File: src/hdl/urb_pkg.sv
`timescale 1ns / 1ps
`default_nettype none
// ----------------------------------------------------------------------------
// UART ring buffer package
// Shared types, operation and status codes, and default sizes for the
// receive and transmit ring buffer block.
// ----------------------------------------------------------------------------
package urb_pkg;

    // Default ring capacities; each ring has one spare slot.
    localparam int URB_RX_CAPACITY = 15;
    localparam int URB_TX_CAPACITY = 15;

    // Depth of the request and result queues.
    localparam int URB_QUEUE_DEPTH = 2;

    // Operation codes.
    localparam logic [1:0] OP_HOST_READ  = 2'd0;
    localparam logic [1:0] OP_LINE_RX    = 2'd1;
    localparam logic [1:0] OP_HOST_WRITE = 2'd2;
    localparam logic [1:0] OP_TX_DONE    = 2'd3;

    // Status codes.
    localparam logic [1:0] ST_OK       = 2'd0;
    localparam logic [1:0] ST_RX_EMPTY = 2'd1;
    localparam logic [1:0] ST_TX_FULL  = 2'd2;

    // Byte returned by a read of an empty receive ring.
    localparam logic [7:0] EMPTY_BYTE = 8'hFF;

    typedef struct packed {
        logic [1:0] op;
        logic [7:0] data_byte;
    } in_item_t;

    typedef struct packed {
        logic [1:0] status;
        logic [7:0] read_data;
        logic       line_send;
        logic [7:0] line_data;
        logic       overflow_flag;
        logic [3:0] rx_fill;
        logic [3:0] tx_fill;
    } out_item_t;

    // Decoded request handed from the front end to the ring engine.
    typedef struct packed {
        logic       rx_read;
        logic       rx_write;
        logic       tx_write;
        logic       tx_done;
        logic [7:0] data;
    } cmd_t;

endpackage
`default_nettype wire

File: src/hdl/urb_ram.sv
`timescale 1ns / 1ps
`default_nettype none
// ----------------------------------------------------------------------------
// Generic RAM
// One write port and one read port with a registered read.
// ----------------------------------------------------------------------------
module urb_ram #(
    parameter int WIDTH = 8,
    parameter int DEPTH = 16,
    parameter int AW    = (DEPTH > 1) ? $clog2(DEPTH) : 1
) (
    input  wire logic             clk,
    input  wire logic             we,
    input  wire logic [AW-1:0]    waddr,
    input  wire logic [WIDTH-1:0] wdata,
    input  wire logic             re,
    input  wire logic [AW-1:0]    raddr,
    output logic      [WIDTH-1:0] rdata
);

    logic [WIDTH-1:0] mem [DEPTH];

    always_ff @(posedge clk)
    begin
        if (we)
        begin
            mem[waddr] <= wdata;
        end
        if (re)
        begin
            rdata <= mem[raddr];
        end
    end

endmodule
`default_nettype wire

File: src/hdl/urb_fifo.sv
`timescale 1ns / 1ps
`default_nettype none
// ----------------------------------------------------------------------------
// Small register queue
// First-in first-out queue in flip-flops with push/full and pop/empty.
// ----------------------------------------------------------------------------
module urb_fifo #(
    parameter int WIDTH = 8,
    parameter int DEPTH = 2
) (
    input  wire logic             clk,
    input  wire logic             rst_n,
    input  wire logic             push,
    input  wire logic [WIDTH-1:0] din,
    output logic                  full,
    input  wire logic             pop,
    output logic      [WIDTH-1:0] dout,
    output logic                  empty
);

    localparam int PW = (DEPTH > 1) ? $clog2(DEPTH) : 1;
    localparam int CW = $clog2(DEPTH + 1);
    localparam logic [PW-1:0] PTR_LAST = PW'(DEPTH - 1);

    logic [WIDTH-1:0] mem [DEPTH];
    logic [PW-1:0]    wr_ptr_reg, wr_ptr_next;
    logic [PW-1:0]    rd_ptr_reg, rd_ptr_next;
    logic [CW-1:0]    count_reg, count_next;
    logic             do_push, do_pop;

    assign full    = (count_reg == CW'(DEPTH));
    assign empty   = (count_reg == '0);
    assign do_push = push && !full;
    assign do_pop  = pop && !empty;
    assign dout    = mem[rd_ptr_reg];

    always_comb
    begin
        wr_ptr_next = wr_ptr_reg;
        rd_ptr_next = rd_ptr_reg;
        count_next  = count_reg;
        if (do_push)
        begin
            wr_ptr_next = (wr_ptr_reg == PTR_LAST) ? '0 : PW'(wr_ptr_reg + 1'b1);
        end
        if (do_pop)
        begin
            rd_ptr_next = (rd_ptr_reg == PTR_LAST) ? '0 : PW'(rd_ptr_reg + 1'b1);
        end
        if (do_push && !do_pop)
        begin
            count_next = CW'(count_reg + 1'b1);
        end
        else if (do_pop && !do_push)
        begin
            count_next = CW'(count_reg - 1'b1);
        end
    end

    always_ff @(posedge clk or negedge rst_n)
    begin
        if (!rst_n)
        begin
            wr_ptr_reg <= '0;
            rd_ptr_reg <= '0;
            count_reg  <= '0;
        end
        else
        begin
            wr_ptr_reg <= wr_ptr_next;
            rd_ptr_reg <= rd_ptr_next;
            count_reg  <= count_next;
        end
    end

    always_ff @(posedge clk)
    begin
        if (do_push)
        begin
            mem[wr_ptr_reg] <= din;
        end
    end

endmodule
`default_nettype wire

File: src/hdl/urb_front.sv
`timescale 1ns / 1ps
`default_nettype none
// ----------------------------------------------------------------------------
// Ring buffer front end
// Accepts requests, decodes the operation code and queues the decoded
// request for the ring engine.
// ----------------------------------------------------------------------------
module urb_front import urb_pkg::*; (
    input  wire logic     clk,
    input  wire logic     rst_n,
    input  wire logic     push,
    output logic          full,
    input  wire in_item_t in_item,
    output logic          cmd_valid,
    output cmd_t          cmd,
    input  wire logic     cmd_pop
);

    cmd_t cmd_in;
    logic cmd_empty;

    always_comb
    begin
        cmd_in      = '0;
        cmd_in.data = in_item.data_byte;
        case (in_item.op)
            OP_HOST_READ:  cmd_in.rx_read  = 1'b1;
            OP_LINE_RX:    cmd_in.rx_write = 1'b1;
            OP_HOST_WRITE: cmd_in.tx_write = 1'b1;
            default:       cmd_in.tx_done  = 1'b1;
        endcase
    end

    urb_fifo #(
        .WIDTH ($bits(cmd_t)),
        .DEPTH (URB_QUEUE_DEPTH)
    ) u_req_queue (
        .clk   (clk),
        .rst_n (rst_n),
        .push  (push),
        .din   (cmd_in),
        .full  (full),
        .pop   (cmd_pop),
        .dout  (cmd),
        .empty (cmd_empty)
    );

    assign cmd_valid = !cmd_empty;

endmodule
`default_nettype wire

File: src/hdl/urb_back.sv
`timescale 1ns / 1ps
`default_nettype none
// ----------------------------------------------------------------------------
// Ring buffer engine
// Holds the receive and transmit ring state, carries out one decoded request
// per cycle while its result stage can take it, and forms its result when RAM data is ready.
// ----------------------------------------------------------------------------
module urb_back import urb_pkg::*; #(
    parameter int RX_CAPACITY = URB_RX_CAPACITY,
    parameter int TX_CAPACITY = URB_TX_CAPACITY
) (
    input  wire logic clk,
    input  wire logic rst_n,
    input  wire logic cmd_valid,
    input  wire cmd_t cmd,
    output logic      cmd_pop,
    output logic      res_valid,
    output out_item_t res,
    input  wire logic res_ready
);

    localparam int RX_SLOTS = RX_CAPACITY + 1;
    localparam int TX_SLOTS = TX_CAPACITY + 1;
    localparam int RX_AW    = $clog2(RX_SLOTS);
    localparam int TX_AW    = $clog2(TX_SLOTS);
    localparam logic [RX_AW-1:0] RX_LAST = RX_AW'(RX_CAPACITY);
    localparam logic [TX_AW-1:0] TX_LAST = TX_AW'(TX_CAPACITY);

    typedef struct packed {
        logic [1:0] status;
        logic [7:0] read_data;
        logic       rx_from_ram;
        logic       tx_from_ram;
        logic       line_send;
        logic [7:0] line_data;
        logic       overflow_flag;
        logic [3:0] rx_fill;
        logic [3:0] tx_fill;
    } stage_t;

    function automatic logic [RX_AW-1:0] rx_adv(input logic [RX_AW-1:0] p);
        return (p == RX_LAST) ? '0 : RX_AW'(p + 1'b1);
    endfunction

    function automatic logic [TX_AW-1:0] tx_adv(input logic [TX_AW-1:0] p);
        return (p == TX_LAST) ? '0 : TX_AW'(p + 1'b1);
    endfunction

    logic [RX_AW-1:0] rx_wr_pos_reg, rx_wr_pos_next;
    logic [RX_AW-1:0] rx_rd_pos_reg, rx_rd_pos_next;
    logic [RX_AW-1:0] rx_count_reg, rx_count_next;
    logic             rx_ovf_reg, rx_ovf_next;
    logic [TX_AW-1:0] tx_wr_pos_reg, tx_wr_pos_next;
    logic [TX_AW-1:0] tx_rd_pos_reg, tx_rd_pos_next;
    logic [TX_AW-1:0] tx_count_reg, tx_count_next;
    logic             tx_primed_reg, tx_primed_next;

    logic             s2_valid_reg;
    stage_t           s2_reg, s2_next;

    logic             fire, s2_ready;
    logic             rx_we, rx_re, tx_we, tx_re;
    logic [TX_AW-1:0] tx_raddr;
    logic [TX_AW-1:0] tx_skip_pos;
    logic [TX_AW-1:0] tx_skip_count;
    logic [7:0]       rx_rdata, tx_rdata;

    assign s2_ready = !s2_valid_reg || res_ready;
    assign fire     = cmd_valid && s2_ready;
    assign cmd_pop  = fire;

    always_comb
    begin
        rx_wr_pos_next = rx_wr_pos_reg;
        rx_rd_pos_next = rx_rd_pos_reg;
        rx_count_next  = rx_count_reg;
        rx_ovf_next    = rx_ovf_reg;
        tx_wr_pos_next = tx_wr_pos_reg;
        tx_rd_pos_next = tx_rd_pos_reg;
        tx_count_next  = tx_count_reg;
        tx_primed_next = tx_primed_reg;
        rx_we          = 1'b0;
        rx_re          = 1'b0;
        tx_we          = 1'b0;
        tx_re          = 1'b0;
        s2_next        = '0;

        // A primed entry was already handed to the line when it was queued,
        // so transmit done drops it before taking the next byte.
        tx_skip_pos   = tx_primed_reg ? tx_adv(tx_rd_pos_reg) : tx_rd_pos_reg;
        tx_skip_count = tx_primed_reg ? TX_AW'(tx_count_reg - 1'b1) : tx_count_reg;
        tx_raddr      = tx_skip_pos;

        if (fire)
        begin
            if (cmd.rx_read)
            begin
                if (rx_count_reg == '0)
                begin
                    s2_next.status    = ST_RX_EMPTY;
                    s2_next.read_data = EMPTY_BYTE;
                end
                else
                begin
                    rx_re               = 1'b1;
                    s2_next.rx_from_ram = 1'b1;
                    rx_rd_pos_next      = rx_adv(rx_rd_pos_reg);
                    rx_count_next       = RX_AW'(rx_count_reg - 1'b1);
                end
            end
            else if (cmd.rx_write)
            begin
                // The byte lands even on overflow; the count saturates.
                rx_we          = 1'b1;
                rx_wr_pos_next = rx_adv(rx_wr_pos_reg);
                if (rx_count_reg == RX_LAST)
                begin
                    rx_ovf_next = 1'b1;
                end
                else
                begin
                    rx_count_next = RX_AW'(rx_count_reg + 1'b1);
                end
            end
            else if (cmd.tx_write)
            begin
                if (tx_count_reg == TX_LAST)
                begin
                    s2_next.status = ST_TX_FULL;
                end
                else
                begin
                    tx_we          = 1'b1;
                    tx_wr_pos_next = tx_adv(tx_wr_pos_reg);
                    tx_count_next  = TX_AW'(tx_count_reg + 1'b1);
                    if (tx_count_reg == '0)
                    begin
                        tx_primed_next    = 1'b1;
                        s2_next.line_send = 1'b1;
                        s2_next.line_data = cmd.data;
                    end
                end
            end
            else if (cmd.tx_done)
            begin
                if (tx_count_reg != '0)
                begin
                    tx_primed_next = 1'b0;
                    if (tx_skip_count != '0)
                    begin
                        tx_re               = 1'b1;
                        s2_next.tx_from_ram = 1'b1;
                        s2_next.line_send   = 1'b1;
                        tx_rd_pos_next      = tx_adv(tx_skip_pos);
                        tx_count_next       = TX_AW'(tx_skip_count - 1'b1);
                    end
                    else
                    begin
                        tx_rd_pos_next = tx_skip_pos;
                        tx_count_next  = tx_skip_count;
                    end
                end
            end
        end

        s2_next.overflow_flag = rx_ovf_next;
        s2_next.rx_fill       = 4'(rx_count_next);
        s2_next.tx_fill       = 4'(tx_count_next);
    end

    always_ff @(posedge clk or negedge rst_n)
    begin
        if (!rst_n)
        begin
            rx_wr_pos_reg <= '0;
            rx_rd_pos_reg <= '0;
            rx_count_reg  <= '0;
            rx_ovf_reg    <= 1'b0;
            tx_wr_pos_reg <= '0;
            tx_rd_pos_reg <= '0;
            tx_count_reg  <= '0;
            tx_primed_reg <= 1'b0;
            s2_valid_reg  <= 1'b0;
        end
        else
        begin
            rx_wr_pos_reg <= rx_wr_pos_next;
            rx_rd_pos_reg <= rx_rd_pos_next;
            rx_count_reg  <= rx_count_next;
            rx_ovf_reg    <= rx_ovf_next;
            tx_wr_pos_reg <= tx_wr_pos_next;
            tx_rd_pos_reg <= tx_rd_pos_next;
            tx_count_reg  <= tx_count_next;
            tx_primed_reg <= tx_primed_next;
            if (fire)
            begin
                s2_valid_reg <= 1'b1;
            end
            else if (res_ready)
            begin
                s2_valid_reg <= 1'b0;
            end
        end
    end

    always_ff @(posedge clk)
    begin
        if (fire)
        begin
            s2_reg <= s2_next;
        end
    end

    // Read data is only loaded on a firing request, so it holds while the
    // result stage waits.
    urb_ram #(
        .WIDTH (8),
        .DEPTH (RX_SLOTS),
        .AW    (RX_AW)
    ) u_rx_ram (
        .clk   (clk),
        .we    (rx_we),
        .waddr (rx_wr_pos_reg),
        .wdata (cmd.data),
        .re    (rx_re),
        .raddr (rx_rd_pos_reg),
        .rdata (rx_rdata)
    );

    urb_ram #(
        .WIDTH (8),
        .DEPTH (TX_SLOTS),
        .AW    (TX_AW)
    ) u_tx_ram (
        .clk   (clk),
        .we    (tx_we),
        .waddr (tx_wr_pos_reg),
        .wdata (cmd.data),
        .re    (tx_re),
        .raddr (tx_raddr),
        .rdata (tx_rdata)
    );

    assign res_valid         = s2_valid_reg;
    assign res.status        = s2_reg.status;
    assign res.read_data     = s2_reg.rx_from_ram ? rx_rdata : s2_reg.read_data;
    assign res.line_send     = s2_reg.line_send;
    assign res.line_data     = s2_reg.tx_from_ram ? tx_rdata : s2_reg.line_data;
    assign res.overflow_flag = s2_reg.overflow_flag;
    assign res.rx_fill       = s2_reg.rx_fill;
    assign res.tx_fill       = s2_reg.tx_fill;

endmodule
`default_nettype wire

File: src/hdl/uart_rx_tx_ring_buffers_top.sv
`timescale 1ns / 1ps
`default_nettype none
// ----------------------------------------------------------------------------
// UART receive and transmit ring buffers
// Request channel: push an in_item while full is low. The op field selects
//   host read, line byte arrived, host write or transmit done.
// Result channel: while empty is low, out_item holds the oldest result; pop
//   takes it. Every request gives exactly one result, in request order.
// Path: a request passes the request queue, the ring engine's result
//   register and the result queue, each registered, before it shows on
//   out_item.
// Throughput: one request per cycle sustained while pop keeps up; the ring
//   engine takes one per cycle unless stalled, one read or write per RAM.
// When pop stays low, the result queue and the engine stage fill, then the
//   request queue fills and full rises; nothing is dropped.
// Reset clears both rings, their positions, counts, the overflow flag and
//   the primed mark; RAM contents are not cleared and are not needed.
// ----------------------------------------------------------------------------
module uart_rx_tx_ring_buffers_top import urb_pkg::*; #(
    parameter int RX_CAPACITY = URB_RX_CAPACITY,
    parameter int TX_CAPACITY = URB_TX_CAPACITY
) (
    input  wire logic     clk,
    input  wire logic     rst_n,
    input  wire logic     push,
    output logic          full,
    input  wire in_item_t in_item,
    output logic          empty,
    input  wire logic     pop,
    output out_item_t     out_item
);

    logic      cmd_valid;
    cmd_t      cmd;
    logic      cmd_pop;
    logic      res_valid;
    out_item_t res;
    logic      res_full;

    urb_front u_front (
        .clk       (clk),
        .rst_n     (rst_n),
        .push      (push),
        .full      (full),
        .in_item   (in_item),
        .cmd_valid (cmd_valid),
        .cmd       (cmd),
        .cmd_pop   (cmd_pop)
    );

    urb_back #(
        .RX_CAPACITY (RX_CAPACITY),
        .TX_CAPACITY (TX_CAPACITY)
    ) u_back (
        .clk       (clk),
        .rst_n     (rst_n),
        .cmd_valid (cmd_valid),
        .cmd       (cmd),
        .cmd_pop   (cmd_pop),
        .res_valid (res_valid),
        .res       (res),
        .res_ready (!res_full)
    );

    urb_fifo #(
        .WIDTH ($bits(out_item_t)),
        .DEPTH (URB_QUEUE_DEPTH)
    ) u_res_queue (
        .clk   (clk),
        .rst_n (rst_n),
        .push  (res_valid),
        .din   (res),
        .full  (res_full),
        .pop   (pop),
        .dout  (out_item),
        .empty (empty)
    );

endmodule
`default_nettype wire

File: config.mk
export PLATFORM = sky130hd
export DESIGN_NAME = uart_rx_tx_ring_buffers_top
export DESIGN_NICKNAME = d
export VERILOG_FILES = /design/src/hdl/urb_pkg.sv /design/src/hdl/urb_ram.sv /design/src/hdl/urb_fifo.sv /design/src/hdl/urb_front.sv /design/src/hdl/urb_back.sv /design/src/hdl/uart_rx_tx_ring_buffers_top.sv
export SDC_FILE = /design/constraint.sdc
export NUM_CORES = 1
export LEC_CHECK = 0
export ABC_AREA = 1
export BUFFER_PORTS_ARGS = -buffer_cell sky130_fd_sc_hd__buf_4
export CAP_MARGIN = 25
export CORE_MARGIN = 4
export CORE_UTILIZATION = 50
export DETAILED_ROUTE_END_ITERATION = 7
export PLACE_DENSITY_LB_ADDON = 0.25
export REMOVE_ABC_BUFFERS = 1
export SKIP_LAST_GASP = 1
export SLEW_MARGIN = 25
export SYNTH_ARGS = -nofsm -noshare
export SYNTH_HDL_FRONTEND = slang
export SYNTH_HIERARCHICAL = 1
export SYNTH_SLANG_ARGS = --single-unit
File: constraint.sdc
create_clock -name clk -period 5.3 [get_ports clk]
set_clock_uncertainty 0.1 [all_clocks]
set_input_delay 0.53 -clock clk [delete_from_list [all_inputs] [get_ports clk]]
set_output_delay 0.53 -clock clk [all_outputs]
set_load 0.01 [all_outputs]
After elaboration in Yosys (flattened, before gate mapping)
Memories as Yosys holds them, arrays and structs flattened. A register that Yosys moved wholly into a read port is not among the register bits.
Cells that the tools add are included.
Widths: inputs -> output; s select.
- add/sub/neg operators: 18
- equality and inequality tests: 14
- muxes and demuxes: 83
- bitwise gates (word level): 8
- reduce and logical (&&, ||, !) cells: 39
- operators by type and width (kind ; number):
    $mux 4 ; 21
    $mux 1 ; 48
    $add 4x1->4 const B ; 7
    $eq 4x4->1 const B ; 7
    $mux 9 ; 3
    $mux 2 ; 9
    $mux 8 ; 2
    $sub 4x1->4 const B ; 3
    $reduce_or 5->1 ; 2
    $logic_and 1x1->1 ; 9
    $logic_not 1->1 ; 9
    $logic_not 4->1 ; 2
    $not 1->1 ; 8
    $reduce_bool 2->1 ; 4
    $reduce_bool 4->1 ; 2
    $reduce_and 7->1 ; 1
    $eq 2x2->1 const B ; 3
    $logic_not 2->1 ; 3
    $reduce_and 3->1 ; 2
    $reduce_and 6->1 ; 1
    $reduce_and 5->1 ; 1
    $add 1x1->1 const B ; 4
    $add 2x1->2 const B ; 2
    $ne 2x2->1 const B ; 2
    6 further kinds ; 7
- register bits: 65
- bits in writable memories: 336
- input port bits: 14
- output and inout bits: 30
- logic and storage cells: 190
- memories: 4
- memory list (memory ; depth ; bits a word ; read ports ; clocked after Yosys merged registers in ; write ports ; line ; RTL):
    u_back.u_rx_ram.mem ; 16 ; 8 ; 1 ; 1 ; 1 ; urb_ram.sv:21 ; logic [WIDTH-1:0] mem [DEPTH];
    u_back.u_tx_ram.mem ; 16 ; 8 ; 1 ; 1 ; 1 ; urb_ram.sv:21 ;
    u_res_queue.mem ; 2 ; 28 ; 1 ; 0 ; 1 ; urb_fifo.sv:25 ; logic [WIDTH-1:0] mem [DEPTH];
    u_front.u_req_queue.mem ; 2 ; 12 ; 1 ; 0 ; 1 ; urb_fifo.sv:25 ;

Depth between registers and ports, before layout
- word-level depth: 10
- depth in mapped cells: 14
- depth with buffers taken out: 14

Hierarchy
Netlist, hierarchy kept.
- by module, submodules not included (module ; instances ; cells each ; area each (sq um) ; seq. area each (sq um)):
    urb_ram ; 2 ; 551 ; 5846.9 ; 4083.9
    urb_back ; 1 ; 336 ; 2891.5 ; 1336.3
    urb_fifo (u_res_queue) ; 1 ; 178 ; 2278.4 ; 1781.7
    urb_fifo (u_front.u_req_queue) ; 1 ; 94 ; 1119.8 ; 820.8
    urb_front ; 1 ; 8 ; 30.0 ; 0.0
    uart_rx_tx_ring_buffers_top ; 1 ; 1 ; 3.8 ; 0.0

Worst setup path after synthesis
OpenSTA, ideal clock, no wires.
- kind: reg-to-reg
- start point: register u_res_queue.count_reg[1]
- end point: memory u_back.u_rx_ram.mem[48][0], in the netlist u_back/u_rx_ram/mem[12][0] (enable)
- arrival time: 2.082 ns
- slack: 2.748 ns
- stages on the path, launching flop included: 12
- buffers on the path: 0
- cell sequence: dfrtp_1 -> inv_1 -> nor2_2 -> inv_1 -> inv_1 -> nand2_1 -> nand2_1 -> inv_2 -> nand2_1 -> inv_1 -> nand3_1 -> nor2_1
- cells in the longest elaborated chain, start to end: 7
- ends and longest elaborated chain (what ; line ; RTL):
    from (decl) ; urb_fifo.sv:28 ; logic [CW-1:0] count_reg, count_next;
    from (signal assigned) ; urb_fifo.sv:72 ; count_reg <= count_next;
    $eq 2x2->1 ; urb_fifo.sv:31 ; assign full = (count_reg == CW'(DEPTH));
    named net res_full ; uart_rx_tx_ring_buffers_top.sv:38 ; logic res_full;
    $logic_not 1->1 ; uart_rx_tx_ring_buffers_top.sv:62 ; .res_ready (!res_full)
    $logic_or 1x1->1 ; urb_back.sv:68 ; assign s2_ready = !s2_valid_reg || res_ready;
    $logic_and 1x1->1 ; urb_back.sv:69 ; assign fire = cmd_valid && s2_ready;
    named net cmd_pop ; uart_rx_tx_ring_buffers_top.sv:35 ; logic cmd_pop;
    $mux 1 ; urb_back.sv:94 ; if (fire)
    named net u_back.rx_we ; urb_back.sv:62 ; logic rx_we, rx_re, tx_we, tx_re;
    $mux 1 ; urb_ram.sv:25 ; if (we)
    $mux 1 (implied by the code) ; urb_ram.sv:27 ; mem[waddr] <= wdata;
    to (decl) ; urb_ram.sv:21 ;
The timed path passes the listed nets, and every way through them passes these cells.

Final worst setup path
- start point: register u_back.tx_primed_reg
- end point: register u_back.u_tx_ram.rdata[4] (read register of u_back.u_tx_ram.mem) (data pin)
- RTL lines (what ; line ; RTL):
    from (decl) ; urb_back.sv:56 ; logic tx_primed_reg, tx_primed_next;
    from (signal assigned) ; urb_back.sv:194 ; tx_primed_reg <= tx_primed_next;
    $mux 4 ; urb_back.sv:90 ; tx_skip_pos = tx_primed_reg ? tx_adv(tx_rd_pos_reg) : tx_rd_pos_reg;
    named net u_back.tx_raddr[0] ; urb_back.sv:63 ; logic [TX_AW-1:0] tx_raddr;
    to (decl) ; urb_ram.sv:18 ; output logic [WIDTH-1:0] rdata
The timed path passes the listed nets, and every way through them passes these cells.
A chain may end at the register's enable or synchronous reset.

==> summary.txt <==
STA
  – Peak Freq: 276 MHz
  – Rel. slew slack: 34.6%
  – Minimum clock period: 3.62 ns
  – Fin Hold WS: 0.0738 ns
  – Hold Violations, Final: 0
  – RSZ-0062 raised after global routing: no
  – Fin worst setup slack: 1.68 ns
  – Max Slew Vio Count: 0
  – Setup TNS: 0 ns
  – Final setup violation count: 0
  – Slew @ Worst Pin: 0.978 ns
  – Post-route clock period utilization: 68.4%

Placed design
  – Area post-placement: 18500 um2
  – DP HPWL: 22900 um
  – Pre-CTS setup slack: 1.95 ns
  – PortBufs: 43
  – Placed cells: 2157
  – RD Place Congestion: 0.845

Pwr
  – Clock power share: 25.1%
  – Sequential Power Share: 40.0%
  – Max VDD drop: 0.469 mV
  – Pint: 7.90 mW
  – Combinational share of power: 34.9%
  – Switching power: 4.71 mW
  – Leakage Power: 8.59 nW
  – Sw frac: 37.4%
  – Power Density: 631 nW/um2
  – Total power: 12.6 mW

Worst setup path
  – RR Endpoint: u_back/u_tx_ram/rdata[4]$_DFFE_PP_
  – Crit-path max cell delay: 0.89 ns
  – CP arrival: 3.82 ns
  – Crit Path Max Fanout: 70
  – FF-to-FF setup slack: 1.68 ns
  – Cells along the critical path: inv_1 -> nor2_1 -> nand2_1 -> nand2_2 -> buf_4 -> clkinv_2 -> nand2_1 -> nand2_1 -> nand2_1 -> nand3_1 -> nand3_1 -> nand2_1
  – Worst path bufs/invs: 3
  – Crit end category: flip-flop
  – CP Class: reg -> reg
  – Crit-path leading delay family: buffers and inverters
  – Reg2Reg Depth: 12
  – Critical path launch point type: flip-flop
  – Most used cell, CP: nand2_1
  – Critical-path top delay cell: clkinv_2
  – Reg2reg start: u_back/tx_primed_reg$_DFFE_PN0P_
  – Worst endpoint required time: 5.50 ns

Clocking
  – Clock Latency Late Sink: 0.55 ns
  – CTS root buf: clkbuf_16
  – CTS tree: done
  – Clock Pin Slew Worst Setup and Hold Paths: 0.06 ns
  – Clock buffer depth: 3
  – H-tree depth: 2
  – Clock sink total: 409
  – Number of CTS-inserted buffers: 42

Global routing
  – Pin count of the biggest net entering global routing: 71
  – First-pass GRT wire length: 58600 um
  – Vias in the first global route: 10900
  – Congestion Overflow GR: 0
  – GRT Resource Usage Total: 19.0%
  – Initial antenna violation count: 0

Yosys
  – Seq cells post-synth: 409
  – Unique masters post-synth: 39
  – Synth warn: 6
  – Post-synthesis sequential area ratio: 67.2%
  – Synth Area per Inst: 10.5 um2
  – Ys flop type: edfxtp_1
  – Post-synth EDFFs: 374
  – FFs w/ async S/R, synth: 8.56%
  – Synthesized area: 18000 um2
  – Mapped Cells: 1719

Worst hold path
  – Hold Path Origin: in_item[3]
  – Hold crit path type: in -> reg
  – Worst Hold End: u_front/u_req_queue/mem[0][3]$_DFFE_PP_
  – Hold Path Depth: 1

Final layout
  – Layout cells sized above 1: 9.93%
  – Most common cell after layout, fill and taps aside: nand2_1
  – Final net count: 1766
  – Cell area after layout: 20000 um2
  – Final instance count without filler cells: 2233
  – P&R area growth vs syn: 11.0%
  – Commonest cells after routing, fill and taps aside: 562 x nand2_1, 374 x edfxtp_1, 259 x inv_1
  – Biggest regs: u_back/u_rx_ram/mem (128), u_back/u_tx_ram/mem (128), u_res_queue/mem (56)
  – Fin util: 56.2%
  – Inserted Diodes: 0

Routing
  – Vias per Instance: 5.16
  – Initial drt markers: 995
  – Wirelength per Cell: 16.7 um
  – Total Routed Length: 37300 um
  – Vias: 11500
  – Post-route DRC violation count: 0
  – First drt pass iteration count: 7
  – Post-route antenna net violation count: 0

Floorplanning
  – # IOs: 44
  – Placeable Area: 35600 um2
  – Starting Density: 50.7%
  – Die height: 198 um
  – FP Rows: 69
  – DIE AREA: 39100 um2
  – Die width: 198 um

Flow run
  – Max-cap violations: 0

Status
  – Status: complete, no violations
[timing repair]
action | CTS | global route
hold buffers | 1 | 0
hold endpoints to repair | 35 | 0
setup buffers | 0 | 0
gates resized for setup | 0 | 0
[synthesized netlist by cell type (2+ instances only)]
master    instances  area (um2)
xor2_1            4        35.0
xnor2_1           8        70.1
o21ai_1           6        30.0
buf_2            30         150
buf_4            24         180
nand3_1         222        1110
nand2_1         571        2140
buf_1             2        7.51
nor2_4            4        45.0
o21ai_0          14        70.1
dfrtp_1          35         876
inv_2            13        48.8
nand2_4           4        45.0
clkbuf_1          2        7.51
o21ai_2           2        17.5
inv_1           260         976
mux2_2            8        90.1
ha_1             11         138
nor2_2            6        37.5
nand2_2           4        25.0
nor2_1           64         240
nand3b_1          5        37.5
buf_6            15         169
a21oi_1          15        75.1
edfxtp_1        374       11200
nand4_1           3        18.8
[layer usage]
| metal | up-vias | global-route usage (%) | wire length, um |
|---|---|---|---|
| met1 | 5461 | 26.3 | 15900 |
| met4 | 0 | 5.43 | 904 |
| met5 | - | 0 | 0 |
| li1 | 5613 | - | - |
| met2 | 381 | 31.2 | 17800 |
| met3 | 75 | 3.39 | 2700 |
[worst max path at each step]
stage | cells after the start | to | startpoint | slack [ns]
finish | 12 | u_back/u_tx_ram/rdata[4]$_DFFE_PP_ | u_back/tx_primed_reg$_DFFE_PN0P_ | 1.68
global route | 12 | u_back/u_tx_ram/rdata[1]$_DFFE_PP_ | u_back/tx_primed_reg$_DFFE_PN0P_ | 1.33
global placement | 10 | u_back/u_tx_ram/mem[9][5]$_DFFE_PP_ | u_front/u_req_queue/rd_ptr_reg$_DFFE_PN0P_ | 2.02
detailed placement | 10 | u_back/u_tx_ram/mem[8][5]$_DFFE_PP_ | u_front/u_req_queue/rd_ptr_reg$_DFFE_PN0P_ | 1.95
CTS | 10 | u_back/u_tx_ram/mem[8][2]$_DFFE_PP_ | u_front/u_req_queue/rd_ptr_reg$_DFFE_PN0P_ | 1.95
floorplan | 11 | u_back/u_tx_ram/rdata[2]$_DFFE_PP_ | u_back/tx_primed_reg$_DFFE_PN0P_ | 1.80
[power groups by stage]
stage	clock, mW	sequential (mW)	combinational, mW
floorplan	0	5.09	2.73
global placement	0	5.10	4.31
detailed placement	0	5.12	4.37
CTS	3.22	5.05	4.39
global route	3.37	5.12	4.91
finish	3.16	5.05	4.40
[worst register-to-register path, stage by stage (launching register included)]
cell,delay [ns]
dfrtp_1,0.60
inv_1,0.23
nor2_1,0.13
nand2_1,0.07
nand2_2,0.05
buf_4,0.57
clkinv_2,0.91
nand2_1,0.30
nand2_1,0.07
nand2_1,0.06
nand3_1,0.11
nand3_1,0.13
nand2_1,0.07
[cells by family (layout without fill, tap and decap cells)]
group / after synthesis / in the layout / share of synthesized area, %
buffers and inverters: 347 / 400 / 8.59
adders and majority gates: 11 / 11 / 0.764
AOI/OAI and AO/OA: 46 / 46 / 1.56
and+or+nand+nor: 886 / 886 / 20.8
xor gates and xnor gates: 12 / 12 / 0.583
DFF: 409 / 409 / 67.2
muxes: 8 / 8 / 0.500
[cell type report]
cell class | count | area (um2)
clock inverters | 27 | 364
well taps | 461 | 577
fillers | 3017 | 15600
inverters | 274 | 1040
multi-input cells | 963 | 4390
repair buffers | 51 | 385
flip-flops and latches | 409 | 12100
clock buffers | 48 | 1150
(Power assumes the default switching activity.)
